<file path="src/design/assert_macros.svh">
// Assertion macros shared by the deframer RTL.
// Each check samples on the rising edge of clk and stays quiet while rst is high.
`ifndef ASSERT_MACROS_SVH
`define ASSERT_MACROS_SVH

`ifndef NO_ASSERTIONS

// Same-cycle implication check
`define SFD_ASSERT_IMPL(lbl, ante, cons, msg) \
  lbl: assert property (@(posedge clk) disable iff (rst) (ante) |-> (cons)) else $error(msg);

// Next-cycle implication check
`define SFD_ASSERT_NEXT(lbl, ante, cons, msg) \
  lbl: assert property (@(posedge clk) disable iff (rst) (ante) |=> (cons)) else $error(msg);

`else

`define SFD_ASSERT_IMPL(lbl, ante, cons, msg)

`define SFD_ASSERT_NEXT(lbl, ante, cons, msg)

`endif

`endif

</file>
<file path="src/design/sfd_pkg.sv">
`timescale 1ns / 1ps

package sfd_pkg;

  typedef logic [7:0] byte_t;
  typedef logic [6:0] len_t;
  typedef logic [5:0] pidx_t;
  typedef logic [1:0] cfg_idx_t;

  // Register indexes on the configuration port
  localparam cfg_idx_t REG_FIRST_HEADER  = 2'd0;
  localparam cfg_idx_t REG_SECOND_HEADER = 2'd1;
  localparam cfg_idx_t REG_FRAME_LENGTH  = 2'd2;

  localparam byte_t FIRST_HEADER_RST  = 8'hAA;
  localparam byte_t SECOND_HEADER_RST = 8'h55;
  localparam len_t  FRAME_LENGTH_RST  = 7'h2C;

  // Headers, length byte and checksum byte
  localparam len_t FRAME_OVERHEAD = 7'd4;

  localparam logic STATUS_GOOD = 1'b0;
  localparam logic STATUS_BAD  = 1'b1;

  // Controller to datapath
  typedef struct packed {
    logic init_sum;   // load sum with the current byte
    logic add_sum;    // accumulate the current byte
    logic clr_widx;   // rewind the payload write pointer
    logic wr_pay;     // store the current byte, advance the write pointer
    logic cap_rsum;   // capture the checksum byte
    logic rd_start;   // read payload entry zero
    logic rd_next;    // read the following payload entry
    logic load_pay;   // put the read payload byte into the output register
    logic load_err;   // put a mismatch item into the output register
  } sfd_cmd_t;

  // Datapath to controller
  typedef struct packed {
    logic hdr1_hit;
    logic hdr2_hit;
    logic len_hit;
    logic pay_last;
    logic sum_hit;
    logic rd_last;
    logic out_free;
  } sfd_sts_t;

endpackage

</file>
<file path="src/design/sfd_ram.sv">
`timescale 1ns / 1ps

module sfd_ram #(
  parameter int WIDTH = 8,
  parameter int DEPTH = 64
) (
  input  logic                                      clk,
  input  logic                                      we,
  input  logic [((DEPTH > 1) ? $clog2(DEPTH) : 1)-1:0] waddr,
  input  logic [WIDTH-1:0]                          wdata,
  input  logic                                      re,
  input  logic [((DEPTH > 1) ? $clog2(DEPTH) : 1)-1:0] raddr,
  output logic [WIDTH-1:0]                          rdata
);

  logic [WIDTH-1:0] mem [0:DEPTH-1];

  always_ff @(posedge clk) begin
    if (we) begin
      mem[waddr] <= wdata;
    end
    if (re) begin
      rdata <= mem[raddr];
    end
  end

endmodule

</file>
<file path="src/design/sfd_ctrl.sv">
`timescale 1ns / 1ps

module sfd_ctrl (
  input  logic              clk,
  input  logic              rst,
  input  logic              in_valid,
  output logic              in_ready,
  input  sfd_pkg::sfd_sts_t sts,
  output sfd_pkg::sfd_cmd_t cmd
);

  import sfd_pkg::*;

  localparam logic [2:0] ST_HUNT = 3'd0;
  localparam logic [2:0] ST_HDR2 = 3'd1;
  localparam logic [2:0] ST_LEN  = 3'd2;
  localparam logic [2:0] ST_PAY  = 3'd3;
  localparam logic [2:0] ST_CSUM = 3'd4;
  localparam logic [2:0] ST_EMIT = 3'd5;

  logic [2:0] state;
  logic [2:0] state_next;
  logic       take;

  // The checksum byte needs a free output register; emission holds off input.
  always_comb begin
    case (state)
      ST_CSUM: in_ready = sts.out_free;
      ST_EMIT: in_ready = 1'b0;
      default: in_ready = 1'b1;
    endcase
  end

  assign take = in_valid && in_ready;

  always_comb begin
    cmd        = '0;
    state_next = state;
    case (state)
      ST_HDR2: begin
        if (take) begin
          if (sts.hdr2_hit) begin
            cmd.add_sum = 1'b1;
            state_next  = ST_LEN;
          end else if (sts.hdr1_hit) begin
            cmd.init_sum = 1'b1;
            cmd.clr_widx = 1'b1;
            state_next   = ST_HDR2;
          end else begin
            state_next = ST_HUNT;
          end
        end
      end
      ST_LEN: begin
        if (take) begin
          cmd.add_sum = 1'b1;
          state_next  = sts.len_hit ? ST_PAY : ST_HUNT;
        end
      end
      ST_PAY: begin
        if (take) begin
          cmd.add_sum = 1'b1;
          cmd.wr_pay  = 1'b1;
          if (sts.pay_last) begin
            state_next = ST_CSUM;
          end
        end
      end
      ST_CSUM: begin
        if (take) begin
          if (sts.sum_hit) begin
            cmd.cap_rsum = 1'b1;
            cmd.rd_start = 1'b1;
            state_next   = ST_EMIT;
          end else begin
            cmd.load_err = 1'b1;
            state_next   = ST_HUNT;
          end
        end
      end
      ST_EMIT: begin
        if (sts.out_free) begin
          cmd.load_pay = 1'b1;
          if (sts.rd_last) begin
            state_next = ST_HUNT;
          end else begin
            cmd.rd_next = 1'b1;
          end
        end
      end
      default: begin
        // Hunt; unused codes behave the same
        if (take) begin
          if (sts.hdr1_hit) begin
            cmd.init_sum = 1'b1;
            cmd.clr_widx = 1'b1;
            state_next   = ST_HDR2;
          end else begin
            state_next = ST_HUNT;
          end
        end
      end
    endcase
  end

  always_ff @(posedge clk) begin
    if (rst) begin
      state <= ST_HUNT;
    end else begin
      state <= state_next;
    end
  end

endmodule

</file>
<file path="src/design/sfd_dp.sv">
`timescale 1ns / 1ps

module sfd_dp #(
  parameter int MAX_PAYLOAD = 64
) (
  input  logic              clk,
  input  logic              rst,
  input  logic              cfg_we,
  input  sfd_pkg::cfg_idx_t cfg_index,
  input  sfd_pkg::byte_t    cfg_data,
  input  sfd_pkg::byte_t    rx_byte,
  input  sfd_pkg::sfd_cmd_t cmd,
  output sfd_pkg::sfd_sts_t sts,
  input  logic              out_ready,
  output logic              out_valid,
  output sfd_pkg::byte_t    payload_byte,
  output sfd_pkg::pidx_t    payload_index,
  output logic              frame_status,
  output logic              last_of_run,
  output sfd_pkg::byte_t    computed_sum,
  output sfd_pkg::byte_t    received_sum
);

  import sfd_pkg::*;

  localparam int   IW    = (MAX_PAYLOAD > 1) ? $clog2(MAX_PAYLOAD) : 1;
  localparam len_t MAX_N = len_t'(MAX_PAYLOAD);

  byte_t         first_header;
  byte_t         second_header;
  len_t          frame_length;
  byte_t         sum;
  byte_t         rsum;
  logic [IW-1:0] widx;
  logic [IW-1:0] rd;
  logic [IW-1:0] raddr;
  byte_t         rdata;
  len_t          n_raw;
  len_t          n_clamp;
  len_t          last_idx;

  always_ff @(posedge clk) begin
    if (rst) begin
      first_header  <= FIRST_HEADER_RST;
      second_header <= SECOND_HEADER_RST;
      frame_length  <= FRAME_LENGTH_RST;
    end else if (cfg_we) begin
      case (cfg_index)
        REG_FIRST_HEADER:  first_header  <= cfg_data;
        REG_SECOND_HEADER: second_header <= cfg_data;
        REG_FRAME_LENGTH:  frame_length  <= cfg_data[6:0];
        default: ;
      endcase
    end
  end

  // Payload length is frame_length minus overhead, held to 1..MAX_PAYLOAD
  always_comb begin
    n_raw    = (frame_length > FRAME_OVERHEAD) ? (frame_length - FRAME_OVERHEAD) : 7'd1;
    n_clamp  = (n_raw > MAX_N) ? MAX_N : n_raw;
    last_idx = n_clamp - 7'd1;
  end

  assign sts.hdr1_hit = (rx_byte == first_header);
  assign sts.hdr2_hit = (rx_byte == second_header);
  assign sts.len_hit  = (rx_byte == {1'b0, frame_length});
  assign sts.pay_last = (len_t'(widx) >= last_idx);
  assign sts.sum_hit  = (rx_byte == sum);
  assign sts.rd_last  = (len_t'(rd) >= last_idx);
  assign sts.out_free = !out_valid || out_ready;

  always_ff @(posedge clk) begin
    if (cmd.init_sum) begin
      sum <= rx_byte;
    end else if (cmd.add_sum) begin
      sum <= sum + rx_byte;
    end
    if (cmd.clr_widx) begin
      widx <= '0;
    end else if (cmd.wr_pay) begin
      widx <= widx + 1'b1;
    end
    if (cmd.cap_rsum) begin
      rsum <= rx_byte;
    end
    if (cmd.rd_start) begin
      rd <= '0;
    end else if (cmd.rd_next) begin
      rd <= rd + 1'b1;
    end
  end

  assign raddr = cmd.rd_start ? '0 : (rd + 1'b1);

  sfd_ram #(
    .WIDTH (8),
    .DEPTH (MAX_PAYLOAD)
  ) u_store (
    .clk   (clk),
    .we    (cmd.wr_pay),
    .waddr (widx),
    .wdata (rx_byte),
    .re    (cmd.rd_start || cmd.rd_next),
    .raddr (raddr),
    .rdata (rdata)
  );

  // Output register
  always_ff @(posedge clk) begin
    if (rst) begin
      out_valid <= 1'b0;
    end else if (cmd.load_pay || cmd.load_err) begin
      out_valid <= 1'b1;
    end else if (out_ready) begin
      out_valid <= 1'b0;
    end
  end

  always_ff @(posedge clk) begin
    if (cmd.load_pay) begin
      payload_byte  <= rdata;
      payload_index <= pidx_t'(rd);
      frame_status  <= STATUS_GOOD;
      last_of_run   <= sts.rd_last;
      computed_sum  <= sum;
      received_sum  <= rsum;
    end else if (cmd.load_err) begin
      payload_byte  <= '0;
      payload_index <= '0;
      frame_status  <= STATUS_BAD;
      last_of_run   <= 1'b1;
      computed_sum  <= sum;
      received_sum  <= rx_byte;
    end
  end

endmodule

</file>
<file path="src/design/sum_checked_frame_deframer_top.sv">
`timescale 1ns / 1ps
// Header, length and payload bytes are taken whenever offered; a mismatching checksum
// byte puts its error item on the output in the cycle after it is taken.
// A matching checksum byte starts the run: first item via RAM read and output registers,
// then one item per cycle while the output is free (one RAM read port), input held off.
// Sync reset clears the parser state and output valid and reloads the header and length
// registers; the payload RAM is not cleared, each entry is written before it is read.
`include "assert_macros.svh"

module sum_checked_frame_deframer_top #(
  parameter int MAX_PAYLOAD = 64
) (
  input  logic       clk,
  input  logic       rst,
  // configuration writes
  input  logic       cfg_we,
  input  logic [1:0] cfg_index,
  input  logic [7:0] cfg_data,
  // received bytes
  input  logic       in_valid,
  output logic       in_ready,
  input  logic [7:0] rx_byte,
  // result items
  output logic       out_valid,
  input  logic       out_ready,
  output logic [7:0] payload_byte,
  output logic [5:0] payload_index,
  output logic       frame_status,
  output logic       last_of_run,
  output logic [7:0] computed_sum,
  output logic [7:0] received_sum
);

  import sfd_pkg::*;

  sfd_cmd_t cmd;
  sfd_sts_t sts;

  // Parser sequencing: hunt, second header, length, payload, checksum, run out
  sfd_ctrl u_ctrl (
    .clk      (clk),
    .rst      (rst),
    .in_valid (in_valid),
    .in_ready (in_ready),
    .sts      (sts),
    .cmd      (cmd)
  );

  // Config registers, running sum, payload store and the output register
  sfd_dp #(
    .MAX_PAYLOAD (MAX_PAYLOAD)
  ) u_dp (
    .clk           (clk),
    .rst           (rst),
    .cfg_we        (cfg_we),
    .cfg_index     (cfg_index),
    .cfg_data      (cfg_data),
    .rx_byte       (rx_byte),
    .cmd           (cmd),
    .sts           (sts),
    .out_ready     (out_ready),
    .out_valid     (out_valid),
    .payload_byte  (payload_byte),
    .payload_index (payload_index),
    .frame_status  (frame_status),
    .last_of_run   (last_of_run),
    .computed_sum  (computed_sum),
    .received_sum  (received_sum)
  );

  // Never overwrite an item that is still waiting to be taken
  `SFD_ASSERT_IMPL(a_load_into_free, cmd.load_pay || cmd.load_err, sts.out_free, "output item overwritten")

  // Payload write and run-out read never share a cycle
  `SFD_ASSERT_IMPL(a_wr_rd_apart, cmd.wr_pay, !(cmd.rd_start || cmd.rd_next), "payload write during read")

  // A matching checksum byte holds off the next byte
  `SFD_ASSERT_NEXT(a_run_holds_input, in_valid && in_ready && cmd.rd_start, !in_ready, "input taken at run start")

  // Mid-run payload items only appear while input is held off
  `SFD_ASSERT_IMPL(a_mid_run_no_input, out_valid && frame_status == STATUS_GOOD && !last_of_run, !in_ready, "input taken mid run")

endmodule

</file>
<file path="config.mk">
export PLATFORM = sky130hd
export DESIGN_NAME = sum_checked_frame_deframer_top
export DESIGN_NICKNAME = d
export VERILOG_FILES = /design/src/design/sfd_pkg.sv /design/src/design/sfd_ram.sv /design/src/design/sfd_ctrl.sv /design/src/design/sfd_dp.sv /design/src/design/sum_checked_frame_deframer_top.sv
export VERILOG_INCLUDE_DIRS = /design/src /design/src/design
export SDC_FILE = /design/constraint.sdc
export NUM_CORES = 1
export LEC_CHECK = 0
export BUFFER_PORTS_ARGS = -buffer_cell sky130_fd_sc_hd__buf_4
export CORE_MARGIN = 2
export CORE_UTILIZATION = 60
export DETAILED_ROUTE_END_ITERATION = 7
export PLACE_DENSITY = 0.77
export SLEW_MARGIN = 25
export SYNTH_ARGS = -nofsm -noshare
export SYNTH_HDL_FRONTEND = slang
export SYNTH_SLANG_ARGS = --single-unit
</file>
<file path="constraint.sdc">
create_clock -name clk -period 6.7 [get_ports clk]
set_input_delay 1.005 -clock clk [delete_from_list [all_inputs] [get_ports clk]]
set_output_delay 1.005 -clock clk [all_outputs]
set_load 0.02 [all_outputs]
</file>
==> run metrics <==
clock root cell clkbuf_16; Net count, final between 1500 and 2000; Fmax 209 MHz; Worst Path Required a little under 7000 ps; total routed wirelength between 60 and 70 mm; fin cells between 2000 and 2500; TritonCTS clock tree done; global router's overall resource usage 0.307; sequential share of the synthesized area 0.706; startpoint of the most critical setup path u_dp.frame_length[2]; P per Cell Area between 200 and 300 mW/mm2; share of the synthesized area in the top cell type 0.674; RSZ-0062 raised after global routing no; # resized after CTS 0; Distinct cells, synth 81; number of antenna violations at the first check in global routing 1; clock transition at the register clock pins on the worst setup and hold paths after CTS approximately 60 ps; element type at the critical path start register; via count ~16000; Clk Latency, worst-skew pair between 600 and 700 ps; Synth Area per Inst between 10 and 15 um2; DRT antenna net count 0; register-to-register setup slack around 1900 ps; post-synthesis instance area between 0.02 and 0.03 mm2; final hold vios 0; largest area contributor in the synthesized netlist edfxtp_1; # IOs 57; cell total after placement between 2000 and 2500; vertical die dimension between 200 and 250 um; Final Cycle Share 0.714; Post-synth ARST share 0; CTS Hold Buffers Added 0; remaining routing DRC violations 0; number of cell rows 75; launch point of the worst hold path u_dp.sum[0]; number of enable-type register cells in the synthesized netlist approximately 570; most frequently used cell type in the post-synthesis netlist edfxtp_1; initial core utilization 0.605; clk buf depth 3; reported leakage power around 9 nW; CTS buffer count 58; grt ovf 0; die boundary width 209 um; number of max-capacitance violations reported 0; ordered cell list for the critical path inv_1 -> ha_1 -> nor3b_4 -> xnor2_1 -> a21oi_1 -> ha_1 -> a311oi_1 -> a211oi_1 -> ha_1 -> a31oi_1 -> o21ai_1 -> maj3_2 -> nand2_1 -> nand2_1 -> nand2_1; iteration count of the initial detailed-routing pass 8; buffers inserted by post-CTS timing repair 0; Port Buf Inserts 56; Final Wtd Congestion 0.959; share of post-route cells with drive strength above 1 0.119; Core Footprint ~0.042 mm2; count of filler cells inserted in the layout between 2000 and 3000; maximum fanout count along the critical path 12; transition time of the tightest slew-check pin 1040 ps; Synth Flop Type edfxtp_1; synthesis warning total 0; Worst EP arrival 5030 ps; maximum number of pins on one net before global-route repair just over 70; H-tree Lvls 2; detail-routed via count per cell about 6.6; cell with the largest stage delay on the worst path dfxtp_1; outcome complete, no violations; top cells by area, synth edfxtp_1 (67%), mux2i_1 (4.4%), dfxtp_1 (3.2%); Post-DP HPWL slightly above 40 mm; worst vdd rail ir drop 215 uV; post-synthesis to final-layout area growth 10.7%; max_slew headroom 0.303; Die Area 0.0437 mm2; final clock skew 16.7 ps; final sum of negative setup slack 0 ps; Ant. Diodes 0; Slew Viols, Final 0; Post-Synthesis Cells around 1800; startpoint-to-endpoint class of the critical path register to register; Final min period between 4000 and 5000 ps; count of endpoints failing setup in the final report 0; average routed wire per standard cell about 27 um; biggest cell delay along the critical path roughly 580 ps; crit end category register; total of flip-flops plus latches after synthesis 607; first-pass GRT wire length a little under 100 mm; Hold/Removal Path Class register to register; Synth top cells by count edfxtp_1 (567), nor2_1 (197), nand2_1 (170); worst reg2reg path startpoint u_dp.frame_length[2]; Clock Sinks 607; syn_nets 1851; number of global-route vias before repair approximately 16000; Starting DRT DRC Count about 2300
per-layer routing:
layer | global-route usage | wire length (um) | up-vias
met2 | 0.486 | 30900 | 1132
met3 | 0.0658 | 7450 | 267
met4 | 0.168 | 4360 | 2
met5 | 0 | 13 | -
met1 | 0.401 | 24100 | 7720
li1 | - | - | 6938
cells by family (layout without fill, tap and decap cells):
| family | count (synthesis) | count (layout) | share of synthesized area |
|---|---|---|---|
| AND/OR/NAND/NOR | 498 | 498 | 0.0876 |
| AO/OA/AOI/OAI | 368 | 368 | 0.0945 |
| XOR/XNOR | 48 | 48 | 0.0172 |
| buffers and inverters | 125 | 211 | 0.0234 |
| adder cells (fa/ha/maj) | 23 | 23 | 0.0116 |
| flip-flops | 607 | 607 | 0.706 |
| multiplexers | 138 | 138 | 0.0596 |
sequential cells by signal, summed over array words and instances, names as in the netlist:
name	count
u_dp.rd	6
u_dp.widx	6
u_dp.second_header	8
u_dp.payload_index	6
u_dp.out_valid	1
u_dp.computed_sum	8
u_dp.last_of_run	1
u_ctrl.state	3
u_dp.received_sum	8
u_dp.rsum	8
u_dp.u_store.rdata	8
u_dp.u_store.mem	512
u_dp.sum	8
u_dp.first_header	8
u_dp.frame_status	1
u_dp.frame_length	7
u_dp.payload_byte	8
worst max-delay path: cells and delay by family (launching register included):
kind,cells,cell delay (ps)
buffers and inverters,1,90
AO/OA/AOI/OAI,5,1320
XOR/XNOR,1,180
adder cells (fa/ha/maj),4,1290
AND/OR/NAND/NOR,4,940
flip-flops,1,580
power by group:
part,leakage (nW),total (W),switching (W),internal [W]
Sequential,5.40,0.00418,0.0000279,0.00416
Clock,0.902,0.00320,0.00136,0.00183
Combinational,2.73,0.000371,0.000251,0.000120
through the flow:
step / power, W / util / hold WS, ps / instance area (um2) / setup slack (ps)
floorplan: 0.00446 / - / 431 / 25200 / 3150
global placement: 0.00461 / 0.625 / 447 / 26100 / 1660
detailed placement: 0.00462 / 0.625 / 463 / 26100 / 1420
CTS: 0.00776 / 0.669 / 477 / 27900 / 2050
global route: 0.00794 / 0.669 / 490 / 27900 / 1700
finish: 0.00775 / 0.669 / 469 / 27900 / 1920
final timing paths:
path / cells past startpoint / to
worst max-delay path: 15 / u_dp.u_store.rdata[7]
worst min-delay path: 0 / u_dp.computed_sum[0]
worst max register to register: 15 / u_dp.u_store.rdata[7]
worst min register to register: 0 / u_dp.computed_sum[0]
cell usage in the layout, fill, tap and decap left out, drive strengths merged, types with 5 or more instances in the layout:
cell type,count
o22a,6
nand3,29
dfxtp,40
mux2,19
a31oi,13
o221ai,36
ha,20
xor2,17
a21oi,115
a221oi,9
buf,84
a211oi,11
inv,20
a21o,6
mux2i,111
bufinv,5
mux4,8
or4,6
nor2b,9
nand4,5
clkbuf,82
o22ai,27
and2,16
nor4,7
nand2,170
a211o,12
edfxtp,567
o21ai,83
nor2,198
xnor2,31
o211ai,9
nor3,20
a311oi,10
clkinv,20
and3,14
final cells by class:
class,instances,area (um2),area share
Sequential cell,607,17800,0.638
Clock inverter,26,253,0.00904
Tap cell,539,674,0.0241
Timing Repair Buffer,84,663,0.0237
Inverter,19,71.3,0.00255
Clock buffer,82,1580,0.0566
Multi-Input combinational cell,1075,6870,0.246
No activity file was read; power rests on OpenSTA's default activity.
